===== src/rtl/cth_pkg.sv =====
// ----------------------------------------------------------------------------
// cth_pkg
// Shared types and constants for the coincidence time histogrammer.
// ----------------------------------------------------------------------------
package cth_pkg;

  localparam int TIME_W  = 24;
  localparam int CHAN_W  = 3;
  localparam int BINIX_W = 7;
  localparam int COUNT_W = 32;
  localparam int CFG_IX_W = 2;

  localparam int DEF_NUM_BINS        = 100;
  localparam int DEF_NUM_CHANNELS    = 8;
  localparam int DEF_REFERENCE_DEPTH = 16;

  localparam logic [TIME_W-1:0] WINDOW_RESET    = 24'd10000;
  localparam logic [TIME_W-1:0] BLOCK_LEN_RESET = 24'd10000000;
  localparam logic [CHAN_W-1:0] REF_CHAN_RESET  = 3'd0;

  // configuration register indexes
  localparam logic [CFG_IX_W-1:0] CFG_WINDOW    = 2'd0;
  localparam logic [CFG_IX_W-1:0] CFG_BLOCK_LEN = 2'd1;
  localparam logic [CFG_IX_W-1:0] CFG_REF_CHAN  = 2'd2;

  localparam logic MODE_RECORD = 1'b0;
  localparam logic MODE_READ   = 1'b1;

  typedef struct packed {
    logic               mode;
    logic [CHAN_W-1:0]  channel;
    logic [TIME_W-1:0]  hit_time;
    logic               hist_select;
    logic [BINIX_W-1:0] bin_index;
  } in_item_t;

  typedef struct packed {
    logic               in_window;
    logic [TIME_W-1:0]  time_difference;
    logic [COUNT_W-1:0] bin_count;
  } out_item_t;

  // one entry of the reference time chain
  typedef struct packed {
    logic              valid;
    logic [TIME_W-1:0] ref_time;
  } ref_entry_t;

  // chain control from the sequencer
  typedef struct packed {
    logic              shift;
    logic              append;
    logic [TIME_W-1:0] din;
  } chain_ctrl_t;

endpackage


===== src/rtl/cth_ref_cell.sv =====
// ----------------------------------------------------------------------------
// cth_ref_cell
// One slot of the reference time chain; shifts toward the head on a drop or on an append to a full chain.
// ----------------------------------------------------------------------------
module cth_ref_cell (
  input  logic                clk,
  input  logic                rst,
  input  logic                head,
  input  cth_pkg::chain_ctrl_t ctrl,
  input  logic                prev_valid,
  input  cth_pkg::ref_entry_t nxt,
  output cth_pkg::ref_entry_t cur
);

  logic first_free;

  // first empty slot after this cycle's shift
  always_comb begin
    if (ctrl.shift) begin
      first_free = !nxt.valid && (head || cur.valid);
    end else begin
      first_free = !cur.valid && prev_valid;
    end
  end

  always_ff @(posedge clk) begin
    if (rst) begin
      cur.valid <= 1'b0;
    end else if (ctrl.append && first_free) begin
      cur.valid <= 1'b1;
      cur.ref_time <= ctrl.din;
    end else if (ctrl.shift) begin
      cur <= nxt;
    end
  end

endmodule


===== config.mk =====
export PLATFORM = sky130hd
export DESIGN_NAME = cth_ref_cell
export DESIGN_NICKNAME = d
export VERILOG_FILES = /design/src/rtl/cth_pkg.sv /design/src/rtl/cth_ref_cell.sv
export SDC_FILE = /design/constraint.sdc
export NUM_CORES = 1
export LEC_CHECK = 0
export BUFFER_PORTS_ARGS = -buffer_cell sky130_fd_sc_hd__buf_4
export CORE_ASPECT_RATIO = 0.9
export CORE_MARGIN = 3
export CORE_UTILIZATION = 47
export DETAILED_ROUTE_END_ITERATION = 8
export PLACE_DENSITY = 0.92
export REMOVE_ABC_BUFFERS = 1
export SLEW_MARGIN = 15
export SYNTH_ARGS = -nofsm -noshare
export SYNTH_HDL_FRONTEND = slang
export SYNTH_SLANG_ARGS = --single-unit
export TNS_END_PERCENT = 30

===== constraint.sdc =====
create_clock -name clk -period 7 [get_ports clk]
set_input_delay 1.4 -clock clk [delete_from_list [all_inputs] [get_ports clk]]
set_output_delay 1.4 -clock clk [all_outputs]
set_load 0.02 [all_outputs]

==> results of run 1 <==
==> cell usage after synthesis <==
master     count
o21ba_2        1
o21a_1         1
edfxtp_1      24
nand4bb_1      1
buf_2          4
nor2_1         3
nor3b_4        1
buf_6          4
a2bb2oi_4      1
clkbuf_1       2
nor2_2         1
nand2_1       49
dfxtp_1        1
a211oi_1       1
o22ai_1        3
o22ai_2       21
nand2b_2       1
==> power groups by stage <==
stage	clock, mW	sequential [mW]	combinational [mW]
2_1_floorplan	0	0.195	0.0357
4_1_cts	0.0678	0.180	0.0936
3_5_place_dp	0	0.184	0.0935
5_1_grt	0.0735	0.181	0.100
3_3_place_gp	0	0.183	0.0905
6_report	0.0649	0.180	0.0931
==> final cells by class <==
| class | count | area, sq um |
|---|---|---|
| sequential | 25 | 741 |
| tap | 40 | 50.0 |
| timing repair buffer | 80 | 601 |
| clock inverter | 1 | 5.00 |
| fill | 198 | 776 |
| clock buffer | 3 | 22.5 |
| multi-input combinational | 84 | 576 |
==> worst paths after layout <==
check | from | end | slack (ns) | cells after the start
setup reg to reg | cur[24]$_SDFFE_PP0P_ | cur[6]$_DFFE_PP_ | 5.00 | 3
hold reg to reg | cur[24]$_SDFFE_PP0P_ | cur[24]$_SDFFE_PP0P_ | 0.79 | 3
setup / recovery | ctrl[24] | cur[18]$_DFFE_PP_ | 4.06 | 4
hold / removal | cur[24]$_SDFFE_PP0P_ | cur[24]$_SDFFE_PP0P_ | 0.79 | 3
==> worst register-to-register path: cells and delay by family, from the launching register on <==
| kind | cells | cell delay, ns |
|---|---|---|
| AO/OA/AOI/OAI | 1 | 0.11 |
| flip-flops | 1 | 0.40 |
| AND/OR/NAND/NOR | 2 | 1.23 |
==> metal layers <==
| layer | up-vias | routed length [um] |
|---|---|---|
| li1 | 578 | - |
| met1 | 545 | 1340 |
| met2 | 54 | 1750 |
| met3 | 4 | 232 |
| met4 | 0 | 22 |
| met5 | - | 0 |
==> per-stage QoR <==
step / hold WS, ns / util [%] / cells / setup slack (ns)
6_report: 0.787 / 72.0 / 233 / 4.06
5_1_grt: 0.835 / 72.0 / 233 / 3.92
4_1_cts: 0.787 / 72.0 / 233 / 4.05
3_5_place_dp: 0.765 / 71.0 / 229 / 3.70
3_3_place_gp: 0.711 / 71.0 / 229 / 3.79
2_1_floorplan: 0.770 / - / 109 / 3.92
==> cells by family (layout without fill, tap and decap cells) <==
logic type | after synthesis | count (layout) | synth area share (%)
AND/OR/NAND/NOR | 56 | 56 | 17.3
AO/OA/AOI/OAI | 28 | 28 | 24.0
flip-flops | 25 | 25 | 53.4
buffers and inverters | 10 | 84 | 5.23
==> flow_summary.yaml, run 1 <==
die:
  num_rows: 18
  die-area_sq_mm: 0.00364
  fp.coreArea_sq_mm: 0.00277
  die_w_um: 63.3
  dieHeight_um: 57.5
  start_util_pct: 50.0
  ios: 80
routing:
  routedWlPerCell_um: 14.4
  drtIter0Drc: 34
  drc: 0
  vias: 1181
  firstDrtPassIters: 4
  wirelength_mm: 3.35
  ant_nets: 0
  vias_per_cell: 5.07
final_layout:
  largest_reg_flops: 25
  n_antenna_cell: 0
  syn_to_final_growth_pct: 43.9
  design_area_sq_mm: 0.00199
  layout_common_cells: "buf_4, nand2_1, edfxtp_1"
  layout-drive-gt1-share_pct: 57.5
  nNetsFinal: 249
  largest_register: "cur"
  layout_commonest_cell: "buf_4"
  reg_top3: "cur (25)"
power_and_ir_drop:
  power_density_mw_per_mm2: 170
  internal-power_uw: 245
  total_power_uw: 338
  clkPwrFrac_pct: 19.2
  switching_share_pct: 27.7
  comb_power_share_pct: 27.5
  ir_drop_mv: 0.111
  seq_power_share_pct: 53.3
  leakagePower_nw: 0.889
  switching_power_uw: 93.6
setup_path:
  worst_path_largest_cell_delay_ns: 0.86
  worstSetupPathType: "in2reg"
  cp_slowest_cell: "nor2_2"
  crit_family: "simple AND/OR/NAND/NOR gates"
  worstPathRequired_ns: 6.95
  startpoint_type: "input pin"
  crit_arrival_ns: 2.89
  crit_buf_inv: 1
  path_max_fanout: 28
  crit_chain: "buf_4, nand2_1, o21ba_2, nor2_2"
  endpoint_kind: "register"
logic_synthesis:
  syn_inst: 119
  syn_area_sq_mm: 0.00139
  post-synth-top-area-cell: "edfxtp_1"
  syn_avg_cell_area_sq_um: 11.6
  yosysUniqueCellTypes: 17
  synth-seq-cells: 25
  yosysWarnings: 0
  ys_seq_area_share_pct: 53.4
  synth_top_area_share_pct: 52.0
  yosys-top-cells-area: "edfxtp_1, o22ai_2, nand2_1"
timing:
  setup_tns_ns: 0
  hold_viol: 0
  finClkSkew_ns: 0.00929
  setup_viol: 0
  slew_viol_final: 0
  finalCriticalPeriod_ns: 2.94
  worstMarginPinSlew_ns: 1.15
  rsz0062_at_grt: "false"
  slew-limit-headroom_pct: 22.9
  timing.final.crit_share_pct: 42.1
  timing.fmax_mhz: 340
grt:
  gr-usage-met2_pct: 33.7
  antenna_found_initial: 0
  grt_pass1_vias: 1185
  use_met1_pct: 22.2
  grt_max_degree: 29
  grt_busiest_layer: "met2"
  grt_pass1_wl_mm: 5.38
  grt.overflow.total: 0
  grt.total_usage_pct: 18.7
  grt_use_met3_pct: 3.74
clock_tree:
  cts_inserted_buffers: 3
  cts_tree: "built"
  cts_resized: 0
  clk_latency_ns: 0.32
  cts.sinks: 25
  clk_pin_slew_ns: 0.14
  cts_hold_buf: 0
  postCtsSetupRepairBufs: 0
  cts.path.max_buffers: 2
  htree_levels: 1
  cts_root_buffer: "clkbuf_4"
run_status:
  status: "finished clean"
place:
  portBuffers: 79
  dpl.hpwl_mm: 2.51
  post_dp_cell_area_sq_mm: 0.00197
  gp_congestion: 0.701
job:
  maxCapViolCount: 0
worst_hold_path:
  holdCritPathClass: "reg2reg"
Power figures use the tool's default switching activity.
==> run 2, diff against run 1 <==
Settings changed: CORE_UTILIZATION 47 to 39, PLACE_DENSITY 0.92 to 0.82.
Clock period 7 ns to 2.5 ns, I/O delays scaled along.
==> flow_summary.yaml, run 2 (same netlist as run 1, synthesis figures left out) <==
setup_path:
  crit_chain: "nor2_2, a2bb2oi_4, buf_4, o22ai_2"
  r2r_start: "cur[24]$_SDFFE_PP0P_"
  critPathLaunch: "cur[24]$_SDFFE_PP0P_"
  r2r_cells: 4
  path_max_fanout: 14
  cp_slowest_cell: "a2bb2oi_4"
  endpoint_kind: "register"
  endpoint: "cur[22]$_DFFE_PP_"
  startpoint_type: "register"
  worst_path_largest_cell_delay_ns: 0.38
  crit_family: "compound AO/OA/AOI/OAI gates"
  worstSetupPathType: "reg2reg"
  r2r_setup_slack_ns: 0.80
  crit_buf_inv: 1
  worstPathRequired_ns: 2.52
  r2r-end: "cur[22]$_DFFE_PP_"
  crit_arrival_ns: 1.71
  crit_cells: 4
die:
  num_rows: 19
  start_util_pct: 42.9
  ios: 80
  die_w_um: 68.8
  fp.coreArea_sq_mm: 0.00323
  dieHeight_um: 62.6
  die-area_sq_mm: 0.00431
final_layout:
  largest_reg_flops: 25
  largest_register: "cur"
  post-route-util_pct: 63.6
  fillers: 273
  nNetsFinal: 254
  layout_commonest_cell: "buf_4"
  reg_top3: "cur (25)"
  n_antenna_cell: 0
  layout_common_cells: "buf_4, nand2_1, edfxtp_1"
  layout-drive-gt1-share_pct: 58.6
  syn_to_final_growth_pct: 48.3
routing:
  vias: 1185
  drtIter0Drc: 102
  ant_nets: 0
  wirelength_mm: 3.56
  firstDrtPassIters: 4
  drc: 0
  routedWlPerCell_um: 14.8
  vias_per_cell: 4.94
timing:
  timing.final.crit_share_pct: 67.9
  setup_tns_ns: 0
  hold_viol: 0
  timing.fmax_mhz: 589
  rsz0062_at_grt: "false"
  setup_viol: 0
  slew-limit-headroom_pct: 73.5
  setup_slack_ns: 0.803
  whs_ns: 0.396
  finClkSkew_ns: 0.00720
  finalCriticalPeriod_ns: 1.70
  worstMarginPinSlew_ns: 0.397
  slew_viol_final: 0
clock_tree:
  cts_inserted_buffers: 3
  cts_tree: "built"
  postCtsSetupRepairBufs: 0
  cts_resized: 0
  htree_levels: 1
  clk_pin_slew_ns: 0.08
  cts.sinks: 25
  cts_hold_buf: 0
  clk_latency_ns: 0.27
  cts.path.max_buffers: 2
  cts_root_buffer: "clkbuf_8"
grt:
  grt_pass1_vias: 1125
  grt.overflow.total: 0
  grt.total_usage_pct: 16.1
  antenna_found_initial: 0
  grt_pass1_wl_mm: 5.22
  grt_max_degree: 29
worst_hold_path:
  holdPathStages: 2
  holdCritPathClass: "in2reg"
  hold_path.startpoint: "rst"
run_status:
  status: "finished clean"
power_and_ir_drop:
  leakagePower_nw: 0.916
  total_power_mw: 1.01
  ir_drop_mv: 0.257
  power_density_mw_per_mm2: 493
place:
  gp_congestion: 0.660
  place_ws_ns: 0.569
  dpl.hpwl_mm: 2.70
  portBuffers: 79
job:
  maxCapViolCount: 0
run 2: cell types whose count changed in the layout (fill, tap and decap cells not counted), sizes merged:
| cell | before | now |
|---|---|---|
| buf | 80 | 85 |
| clkinvlp | 0 | 1 |
| clkinv | 1 | 0 |
run 2: metal layers:
metal,vias to the layer above,wire length [um],track usage (%)
li1,586,-,-
met1,533,1340,18.9
met2,62,1710,28.0
met3,4,453,3.60
met4,0,47,5.84
met5,-,0,0
run 2: stage by stage:
stage / cells / area (sq um)
after floorplan: 109 / 1310
after global placement: 236 / 2010
after detailed placement: 236 / 2010
after CTS: 240 / 2060
after global routing: 240 / 2060
final: 240 / 2060
run 2: cell type report:
class / instances / area (sq um) / area share, %
Sequential cell: 25 / 741 / 36.0
Timing Repair Buffer: 85 / 638 / 31.0
Multi-Input combinational cell: 84 / 576 / 28.0
Tap cell: 42 / 52.6 / 2.56
Clock buffer: 3 / 41.3 / 2.01
Clock inverter: 1 / 7.51 / 0.365
run 2: power by group:
part | switching (mW) | internal (mW)
clock | 0.129 | 0.113
combinational | 0.132 | 0.136
sequential | 0.00902 | 0.494
total | 0.271 | 0.743
run 2: worst min-delay path by stage:
stage                                 endpoint  slack [ns]
after floorplan           cur[24]$_SDFFE_PP0P_        0.57
after global placement    cur[24]$_SDFFE_PP0P_        0.68
after detailed placement  cur[24]$_SDFFE_PP0P_        0.68
after CTS                 cur[24]$_SDFFE_PP0P_        0.39
after global routing      cur[24]$_SDFFE_PP0P_        0.40
final                     cur[24]$_SDFFE_PP0P_        0.40
run 2: worst reg2reg max path, cell delays in order, from the launching register on:
cell and delay (ns):
dfxtp_1 0.37, nor2_2 0.24, a2bb2oi_4 0.38, buf_4 0.34, o22ai_2 0.12
