--- src/rtl/cth_pkg.sv ---
// ----------------------------------------------------------------------------
// cth_pkg
// Shared types and constants for the coincidence time histogrammer.
// ----------------------------------------------------------------------------
package cth_pkg;

  localparam int TIME_W  = 24;
  localparam int CHAN_W  = 3;
  localparam int BINIX_W = 7;
  localparam int COUNT_W = 32;
  localparam int CFG_IX_W = 2;

  localparam int DEF_NUM_BINS        = 100;
  localparam int DEF_NUM_CHANNELS    = 8;
  localparam int DEF_REFERENCE_DEPTH = 16;

  localparam logic [TIME_W-1:0] WINDOW_RESET    = 24'd10000;
  localparam logic [TIME_W-1:0] BLOCK_LEN_RESET = 24'd10000000;
  localparam logic [CHAN_W-1:0] REF_CHAN_RESET  = 3'd0;

  // configuration register indexes
  localparam logic [CFG_IX_W-1:0] CFG_WINDOW    = 2'd0;
  localparam logic [CFG_IX_W-1:0] CFG_BLOCK_LEN = 2'd1;
  localparam logic [CFG_IX_W-1:0] CFG_REF_CHAN  = 2'd2;

  localparam logic MODE_RECORD = 1'b0;
  localparam logic MODE_READ   = 1'b1;

  typedef struct packed {
    logic               mode;
    logic [CHAN_W-1:0]  channel;
    logic [TIME_W-1:0]  hit_time;
    logic               hist_select;
    logic [BINIX_W-1:0] bin_index;
  } in_item_t;

  typedef struct packed {
    logic               in_window;
    logic [TIME_W-1:0]  time_difference;
    logic [COUNT_W-1:0] bin_count;
  } out_item_t;

  // one entry of the reference time chain
  typedef struct packed {
    logic              valid;
    logic [TIME_W-1:0] ref_time;
  } ref_entry_t;

  // chain control from the sequencer
  typedef struct packed {
    logic              shift;
    logic              append;
    logic [TIME_W-1:0] din;
  } chain_ctrl_t;

endpackage

--- src/rtl/cth_divider.sv ---
// ----------------------------------------------------------------------------
// cth_divider
// Restoring divider, one quotient bit per cycle; quotient below NUM_BINS.
// ----------------------------------------------------------------------------
module cth_divider #(
  parameter int NUM_BINS = cth_pkg::DEF_NUM_BINS
) (
  input  logic                                        clk,
  input  logic                                        rst,
  input  logic                                        start,
  input  logic [cth_pkg::TIME_W+$clog2(NUM_BINS+1)-1:0] dividend,
  input  logic [cth_pkg::TIME_W-1:0]                  divisor,
  output logic                                        done,
  output logic [$clog2(NUM_BINS)-1:0]                 quotient
);

  localparam int NW = cth_pkg::TIME_W + $clog2(NUM_BINS + 1);
  localparam int QW = $clog2(NUM_BINS);
  localparam int DW = NW + QW;
  localparam int CW = $clog2(QW + 1);

  logic [DW-1:0] rem;
  logic [DW-1:0] dsh;
  logic [CW-1:0] cnt;
  logic          busy;
  logic          fits;

  assign fits = rem >= dsh;

  always_ff @(posedge clk) begin
    if (rst) begin
      busy <= 1'b0;
      done <= 1'b0;
    end else begin
      done <= 1'b0;
      if (start) begin
        rem      <= DW'(dividend);
        dsh      <= DW'(divisor) << (QW - 1);
        quotient <= '0;
        cnt      <= CW'(QW);
        busy     <= 1'b1;
      end else if (busy) begin
        if (fits) begin
          rem <= rem - dsh;
        end
        quotient <= {quotient[QW-2 >= 0 ? QW-2 : 0:0], fits} & QW'({QW{1'b1}});
        dsh      <= dsh >> 1;
        cnt      <= cnt - CW'(1);
        if (cnt == CW'(1)) begin
          busy <= 1'b0;
          done <= 1'b1;
        end
      end
    end
  end

endmodule

--- config.mk ---
export PLATFORM = sky130hd
export DESIGN_NAME = cth_divider
export DESIGN_NICKNAME = d
export VERILOG_FILES = /design/src/rtl/cth_pkg.sv /design/src/rtl/cth_divider.sv
export SDC_FILE = /design/constraint.sdc
export NUM_CORES = 1
export LEC_CHECK = 0
export ABC_AREA = 1
export ABC_CLOCK_PERIOD_IN_PS = 7900
export BUFFER_PORTS_ARGS = -buffer_cell sky130_fd_sc_hd__buf_4
export CAP_MARGIN = 15
export CORE_ASPECT_RATIO = 1.75
export CORE_MARGIN = 2
export CORE_UTILIZATION = 60
export DETAILED_ROUTE_END_ITERATION = 8
export PLACE_DENSITY = 0.81
export SLEW_MARGIN = 20
export SYNTH_ARGS = -nofsm -noshare
export SYNTH_HDL_FRONTEND = slang
export SYNTH_SLANG_ARGS = --single-unit
export TNS_END_PERCENT = 100
--- constraint.sdc ---
create_clock -name clk -period 7.9 [get_ports clk]
set_clock_uncertainty 0.15 [all_clocks]
set_input_delay 0.395 -clock clk [delete_from_list [all_inputs] [get_ports clk]]
set_output_delay 0.395 -clock clk [all_outputs]
set_load 0.02 [all_outputs]
==> flow_summary.json, run 1 <==
{
  "pre_cts_slack_ps": 4840,
  "core_mm2": 0.00985,
  "fmax_mhz": 322,
  "netlist_area_mm2": 0.00609,
  "grt_pass1_wl_mm": 27.0,
  "cp_top_family": "simple AND/OR/NAND/NOR gates",
  "path_max_fanout": 14,
  "avgViaCountPerCell": 5.48,
  "gp_congestion": 1.02,
  "path_clk_slew_ps": 70,
  "drt_iter0_drc": 477,
  "drt_first_pass_iters": 7,
  "cts_sinks": 80,
  "cts_tree": "yes",
  "worst_pin_slew_ps": 1080,
  "final_cell_mix": "nand2_1 (311), inv_1 (152), edfxtp_1 (78), nor2_1 (69), buf_4 (67)",
  "ys_warn_count": 0,
  "synth_fa_ha_area_share_pct": 6.90,
  "grtUsageTotal_pct": 32.5,
  "layout-drive-gt1-share_pct": 15.4,
  "hp-class": "in -> reg",
  "overflow": 0,
  "ys_ff_latch": 80,
  "place.port_buffers": 65,
  "fin_nets": 1024,
  "drcViolationCount": 0,
  "endpoint_kind": "flip-flop",
  "clk_latency_ps": 350,
  "vias": 5820,
  "hold_viol": 0,
  "diodes": 0,
  "routed_wl_mm": 17.1,
  "stdcell_count": 1063,
  "grt_pass1_vias": 5741,
  "timing.slew.headroom_pct": 27.8,
  "yosysUniqueCellTypes": 38,
  "synth_fp_nets": 958,
  "place_area_mm2": 0.00675,
  "path_buf_inv": 4,
  "rows": 48,
  "synth.avg_cell_area_um2": 7.03,
  "cap_violations": 0,
  "crit_type": "reg -> reg",
  "period_needed_ps": 3110,
  "postLayoutCellArea_mm2": 0.00707,
  "rsz0062_at_grt": "no",
  "wl_per_cell_um": 16.1,
  "area_growth_syn_to_layout_pct": 15.9,
  "postCtsResizedCells": 0,
  "vdd_ir_drop_max_mv": 0.153,
  "postCtsHoldBufs": 0,
  "initial_core_util_pct": 61.9,
  "crit_path_frequent_cell": "nand2_1",
  "synth.area.mux_share_pct": 0,
  "setup_viol": 0,
  "synth_top_family_by_area": "simple AND/OR/NAND/NOR gates",
  "cp.arrival_ps": 3010,
  "dieArea_mm2": 0.0110,
  "final_common_cell": "nand2_1",
  "clk_path_buf_depth": 2,
  "dpl.cell_count": 1047,
  "htree_levels": 3,
  "fin_crit_sh_pct": 39.3,
  "synth_compound_area_share_pct": 6.32,
  "ios": 66,
  "die_x_um": 80.2,
  "start_kind": "flip-flop",
  "yosysSeqAreaShare_pct": 39.1,
  "postRouteAntennaNets": 0,
  "tns_ps": 0,
  "yosys.area_share.xor_xnor_pct": 1.15,
  "dp_hpwl_mm": 13.5,
  "syn_inst": 867,
  "p_leak_uw": 0.00362,
  "status": "finished clean",
  "cp_slowest_stage_delay_ps": 430,
  "cp_slowest_cell": "nor2_4",
  "yosys.area_share.simple_pct": 35.5,
  "critPathRequiredTime_ps": 7810,
  "post-cts-setup-buffers": 0,
  "drv_slew": 0,
  "clock-root-buffer": "clkbuf_16",
  "grt_max_degree": 72,
  "antenna_found_initial": 0,
  "cts_buffers": 9,
  "die_h_um": 137,
  "power_density_mw_per_mm2": 195,
  "cp_cell_sequence": "inv_1, ha_1, fa_1, inv_1, nand2_1, nand3_1, nand2_1, nand2_1, nand2_1, nand3_2, nor2_1, nor2_4, buf_16, buf_16",
  "worst_slack_ps": 4790
}
==> final cells by class <==
type,count,area (um2)
clock buffers,11,233
clock inverters,5,81.3
fillers,824,2780
inverters,162,608
multi-input cells,611,3050
flip-flops and latches,80,2380
well taps,125,156
repair buffers,69,558
==> per-layer routing <==
layer	up-vias	routed length, um	global-route usage, %
met5	-	0	0
met1	2638	6180	34.0
met2	237	8900	58.5
met3	96	773	5.18
li1	2849	-	-
met4	0	1280	21.9
==> cell usage after synthesis, drive strengths merged <==
| cell | number | area share (%) |
|---|---|---|
| o21ai | 40 | 3.3 |
| nor3b | 1 | 0.12 |
| xnor2 | 7 | 1.0 |
| nand4 | 7 | 0.72 |
| clkinv | 1 | 0.062 |
| edfxtp | 78 | 38 |
| or2 | 8 | 0.82 |
| o21bai | 1 | 0.12 |
| nand3b | 2 | 0.25 |
| inv | 161 | 9.9 |
| xor2 | 1 | 0.14 |
| nand2 | 327 | 21 |
| fa | 1 | 0.33 |
| nor3 | 6 | 0.68 |
| and3 | 3 | 0.31 |
| buf | 4 | 0.45 |
| dfxtp | 2 | 0.66 |
| nand3 | 57 | 5.6 |
| a21oi | 31 | 2.7 |
| ha | 32 | 6.6 |
| nor4 | 2 | 0.31 |
| nor2 | 84 | 5.9 |
| clkbuf | 10 | 0.62 |
| a21o | 1 | 0.12 |
==> registers in the layout, indices dropped and copies added, names as in the netlist <==
signal	count
dsh	30
busy	1
quotient	7
cnt	3
rem	38
done	1
==> worst register-to-register path, cell delays in order (launching register included) <==
cell and delay, ps:
edfxtp_1 340, inv_1 50, ha_1 230, fa_1 380, inv_1 160, nand2_1 80
nand3_1 110, nand2_1 70, nand2_1 120, nand2_1 110, nand3_2 110, nor2_1 70
nor2_4 430, buf_16 230, buf_16 160
==> through the flow <==
step	utilization (%)	total power (uW)	hold slack, ps
6_report	71.7	1380	153
5_1_grt	71.7	1440	162
4_1_cts	71.7	1370	153
3_5_place_dp	68.5	925	317
3_3_place_gp	68.0	910	313
2_1_floorplan	-	799	304
==> cell families (layout without fill, tap and decap cells) <==
logic type	Yosys count	count (layout)
flip-flops	80	80
AND/OR/NAND/NOR	497	497
XOR/XNOR	8	8
buffers and inverters	176	247
adder cells (fa/ha/maj)	33	33
AO/OA/AOI/OAI	73	73
==> final timing paths <==
kind,to,start,slack (ps),cells past startpoint
setup / recovery,rem[26]$_DFFE_PP_,rem[0]$_DFFE_PP_,4790,14
hold reg to reg,done$_SDFF_PP0_,busy$_SDFF_PP0_,330,1
setup reg to reg,rem[26]$_DFFE_PP_,rem[0]$_DFFE_PP_,4790,14
hold / removal,dsh[29]$_SDFFCE_PN0P_,divisor[23],150,3
==> power breakdown <==
part	leakage (uW)	total, uW	internal, uW	switching [uW]
clock	0.000150	451	278	174
combinational	0.00270	405	136	269
sequential	0.000766	521	509	11.9
No activity file was read; power rests on OpenSTA's default activity.
==> inputs of run 2 (changes only) <==
ABC_CLOCK_PERIOD_IN_PS = 2800   (was 7900)
CORE_UTILIZATION = 54   (was 60)
PLACE_DENSITY = 0.77   (was 0.81)
clock period = 2.8 ns   (was 7.9 ns; I/O delays follow)
==> flow_summary.json, run 2 (synthesized netlist as in run 1, its figures left out) <==
{
  "status": "finished clean",
  "largest_register_ffs": 38,
  "grt_pass1_vias": 5811,
  "crit_type": "reg -> reg",
  "fin_crit_sh_pct": 93.5,
  "final_common_cell": "nand2_1",
  "grt_use_met3_pct": 3.60,
  "endpoint_kind": "flip-flop",
  "tns_ps": 0,
  "postCtsResizedCells": 0,
  "drt_first_pass_iters": 6,
  "die_h_um": 145,
  "grtUsageMet1_pct": 29.6,
  "worst_pin_slew_ps": 719,
  "critPathRequiredTime_ps": 2700,
  "drcViolationCount": 0,
  "use_met2_pct": 53.3,
  "hp-class": "in -> reg",
  "period_needed_ps": 2620,
  "cp.arrival_ps": 2520,
  "pre_cts_slack_ps": 256,
  "fin_nets": 1084,
  "diodes": 0,
  "setup_viol": 0,
  "antenna_found_initial": 0,
  "cts_sinks": 80,
  "layout-drive-gt1-share_pct": 14.9,
  "fillerInstances": 949,
  "vdd_ir_drop_max_mv": 0.344,
  "htree_levels": 3,
  "clock-root-buffer": "clkbuf_16",
  "final_cell_mix": "nand2_1 (311), inv_1 (153), edfxtp_1 (78), buf_4 (72), nor2_1 (69)",
  "wl_per_cell_um": 15.0,
  "whs_ps": 39.1,
  "start_kind": "flip-flop",
  "fmax_mhz": 382,
  "clk_latency_ps": 350,
  "avgViaCountPerCell": 5.15,
  "die_x_um": 84.3,
  "place.port_buffers": 65,
  "drt_iter0_drc": 386,
  "initial_core_util_pct": 55.2,
  "cts_buffers": 9,
  "clk_path_buf_depth": 2,
  "path_max_fanout": 21,
  "dp_hpwl_mm": 12.8,
  "ios": 66,
  "dieArea_mm2": 0.0122,
  "top_register": "rem",
  "vias": 5825,
  "grtUsageTotal_pct": 28.1,
  "postRouteAntennaNets": 0,
  "hold_viol": 0,
  "worst_slack_ps": 182,
  "gp_congestion": 0.985,
  "p_leak_uw": 0.00388,
  "overflow": 0,
  "area_growth_syn_to_layout_pct": 25.9,
  "rsz0062_at_grt": "no",
  "path_clk_slew_ps": 70,
  "routed_wl_mm": 16.9,
  "rows": 51,
  "top_usage_layer": "met2",
  "cts_tree": "yes",
  "core_mm2": 0.0110,
  "reg_top3": "rem x38, dsh x30, quotient x7",
  "timing.slew.headroom_pct": 51.5,
  "grt_max_degree": 54,
  "grt_pass1_wl_mm": 26.6,
  "drv_slew": 0,
  "cap_violations": 0,
  "power_density_mw_per_mm2": 525
}
[run 2: changes by cell type in the layout (fill, tap and decap cells not counted), sizes merged]
| cell | change |
|---|---|
| clkinv | -1 |
| bufinv | +1 |
| dlygate4sd3 | +55 |
| buf | +5 |
[run 2: through the flow]
stage	area [um2]	util, %	power (uW)	instances
6_report	7670	69.5	4030	1130
5_1_grt	7670	69.5	4200	1130
4_1_cts	7660	69.4	4020	1129
3_3_place_gp	6780	61.4	2580	1059
2_1_floorplan	6100	-	2250	867
3_5_place_dp	6780	61.4	2600	1059
[run 2: layout make-up]
| type | instances | area (um2) | area share [%] |
|---|---|---|---|
| repair buffers | 129 | 1130 | 14.7 |
| inverters | 162 | 608 | 7.93 |
| clock inverters | 5 | 106 | 1.39 |
| well taps | 132 | 165 | 2.15 |
| multi-input cells | 611 | 3050 | 39.7 |
| flip-flops and latches | 80 | 2380 | 31.1 |
| clock buffers | 11 | 233 | 3.03 |
[run 2: what timing repair did]
action	in CTS	in global routing
hold endpoints to repair	54	1
setup endpoints to repair	0	0
setup buffers	0	0
hold buffers	54	1
[run 2: routing by layer]
metal	vias to the layer above	wire length, um
met1	2644	6270
met4	0	882
met5	-	0
li1	2962	-
met3	59	619
met2	160	9170
[run 2: critical path, cell delays in order (launching register included)]
cell	delay, ps
edfxtp_1	330
inv_1	40
ha_1	220
fa_1	370
inv_1	160
nand2_1	70
nand3_1	110
nand2_1	70
nand2_1	120
nand2_1	120
nand3_2	110
nor2_1	70
nor2_4	170
buf_12	200
[run 2: final timing paths]
path,from,depth (start not counted),slack [ps],to
max,rem[0]$_DFFE_PP_,13,180,rem[29]$_DFFE_PP_
min,divisor[18],3,40,dsh[24]$_DFFE_PP_
max reg2reg,rem[0]$_DFFE_PP_,13,180,rem[29]$_DFFE_PP_
min reg2reg,busy$_SDFF_PP0_,1,330,done$_SDFF_PP0_
[run 2: report_power, final]
group	switching (uW)	internal (uW)	leakage, uW	total (uW)
Sequential	32.9	1440	0.000766	1470
Clock	501	874	0.000160	1380
Combinational	745	438	0.00296	1180
Total	1280	2750	0.00388	4030
==> inputs of run 3 (changes only) <==
ABC_CLOCK_PERIOD_IN_PS = 2900   (was 2800)
CORE_UTILIZATION = 60   (was 54)
PLACE_DENSITY = 0.81   (was 0.77)
clock period = 2.9 ns   (was 2.8 ns; I/O delays follow)
==> flow_summary.json, run 3 (synthesized netlist as in run 1, its figures left out) <==
{
  "status": "finished, violations left",
  "violations": "negative hold slack",
  "ios": 66,
  "clk_path_buf_depth": 2,
  "cts_sinks": 80,
  "wl_per_cell_um": 17.1,
  "drt_first_pass_iters": 5,
  "p_clk_share_pct": 30.3,
  "core_mm2": 0.00985,
  "fin_nets": 1078,
  "rsz0062_at_grt": "no",
  "dpl.cell_count": 1048,
  "vias": 6072,
  "power_density_mw_per_mm2": 493,
  "p_seq_share_pct": 38.1,
  "place.port_buffers": 65,
  "timing.slew.headroom_pct": 55.6,
  "postRouteAntennaNets": 0,
  "vdd_ir_drop_max_mv": 0.422,
  "wl_met2_mm": 10.1,
  "grt_pass1_vias": 6078,
  "crit_type": "reg -> reg",
  "start_kind": "flip-flop",
  "clk_latency_ps": 350,
  "p_leak_uw": 0.00383,
  "whs_ps": -4.21,
  "cts_tree": "yes",
  "final_cell_mix": "nand2_1 (311), inv_1 (153), edfxtp_1 (78), nor2_1 (69), buf_4 (68)",
  "critPathRequiredTime_ps": 2790,
  "path_buf_inv": 2,
  "cp_slowest_stage_delay_ps": 390,
  "dieArea_mm2": 0.0110,
  "postCtsResizedCells": 0,
  "path_depth": 12,
  "final_common_cell": "nand2_1",
  "largest_register_ffs": 38,
  "fmax_mhz": 375,
  "path_max_fanout": 13,
  "dp_hpwl_mm": 14.1,
  "whs_path_depth": 3,
  "area_growth_syn_to_layout_pct": 24.1,
  "p_int_uw": 2470,
  "fin_crit_sh_pct": 92.0,
  "antenna_found_initial": 0,
  "overflow": 0,
  "htree_levels": 3,
  "routed.top_layer": "met4",
  "die_x_um": 80.2,
  "routed-wl-met3_mm": 1.10,
  "switching_share_pct": 33.9,
  "grt_max_degree": 64,
  "cp_cell_sequence": "ha_1, fa_1, inv_1, nand2_1, nand3_1, nand2_1, nand2_1, nand2_1, nand3_2, nor2_1, nor2_4, buf_4",
  "period_needed_ps": 2670,
  "clock-root-buffer": "clkbuf_16",
  "endpoint_kind": "flip-flop",
  "grt_pass1_wl_mm": 29.4,
  "drv_slew": 0,
  "crit_path_frequent_cell": "nand2_1",
  "layout-drive-gt1-share_pct": 14.6,
  "post-route-util_pct": 76.8,
  "drcViolationCount": 0,
  "reg_top3": "rem x38, dsh x30, quotient x7",
  "avgViaCountPerCell": 5.44,
  "gp_congestion": 1.07,
  "worst_pin_slew_ps": 659,
  "cp_slowest_cell": "edfxtp_1",
  "top_register": "rem",
  "r2r.worst_path.cells": 12,
  "cp_top_family": "simple AND/OR/NAND/NOR gates",
  "p_total_uw": 3730,
  "initial_core_util_pct": 61.9,
  "comb_power_share_pct": 31.6,
  "stdcell_count": 1117,
  "cts_buffers": 9,
  "p_switching_uw": 1270,
  "setup_viol": 0,
  "drt_iter0_drc": 471,
  "die_h_um": 137,
  "routed_wl_mm": 19.1,
  "cp.arrival_ps": 2560,
  "postLayoutCellArea_mm2": 0.00756,
  "wirelength_met1_mm": 6.34,
  "cap_violations": 0,
  "hold_viol": 1,
  "place_area_mm2": 0.00674,
  "rows": 48,
  "tns_ps": 0,
  "grtUsageTotal_pct": 36.0,
  "path_clk_slew_ps": 60,
  "hp-class": "in -> reg"
}
run 3: cell types whose count changed in the layout (fill, tap and decap cells not counted):
| cell | before | now |
|---|---|---|
| buf_4 | 72 | 68 |
| bufinv_16 | 3 | 1 |
| clkbuf_1 | 2 | 1 |
| clkinv_2 | 0 | 1 |
| clkinvlp_4 | 1 | 2 |
| diode_2 | 0 | 1 |
| dlygate4sd3_1 | 55 | 53 |
run 3: final cells by class:
type / instances / area (um2)
sequential: 80 / 2380
clock inverter: 5 / 58.8
clock buffer: 10 / 229
multi-input combinational: 611 / 3050
tap: 125 / 156
fill: 709 / 2280
timing repair buffer: 123 / 1080
antenna: 1 / 2.50
inverter: 162 / 608
run 3: worst min-delay path, cell delays in order:
cell     delay [ps]
buf_4            80
nand2_1          40
o21ai_0         100
run 3: layer usage:
| layer | vias up | GRT usage [%] |
|---|---|---|
| li1 | 2956 | - |
| met1 | 2732 | 35.7 |
| met2 | 284 | 64.9 |
| met3 | 100 | 5.77 |
| met4 | 0 | 28.5 |
| met5 | - | 0 |
run 3: power by group through the flow:
stage	logic [uW]	clock network [uW]	registers, uW
4_1_cts	1140	1120	1420
5_1_grt	1290	1170	1430
3_3_place_gp	1050	0	1440
3_5_place_dp	1080	0	1450
2_1_floorplan	734	0	1440
6_report	1180	1130	1420
run 3: worst paths after layout:
check | slack, ps | end | from
hold reg to reg | 340 | done$_SDFF_PP0_ | busy$_SDFF_PP0_
setup reg to reg | 230 | rem[31]$_SDFFCE_PP0P_ | dsh[0]$_SDFFCE_PP0P_
hold / removal | -4 | rem[9]$_DFFE_PP_ | dividend[9]
setup / recovery | 230 | rem[31]$_SDFFCE_PP0P_ | dsh[0]$_SDFFCE_PP0P_
run 3: what timing repair did:
action | 4_1_cts | 5_1_grt
setup buffers | 0 | 0
hold endpoints to repair | 53 | 0
hold buffers | 53 | 0
endpoints found under the setup margin | 0 | 0
run 3: metrics by stage:
step	worst slack [ps]	hold WS, ps
finish	231	-4.21
detailed placement	256	265
floorplan	227	127
global route	48.7	2.19
global placement	354	256
CTS	242	1.53
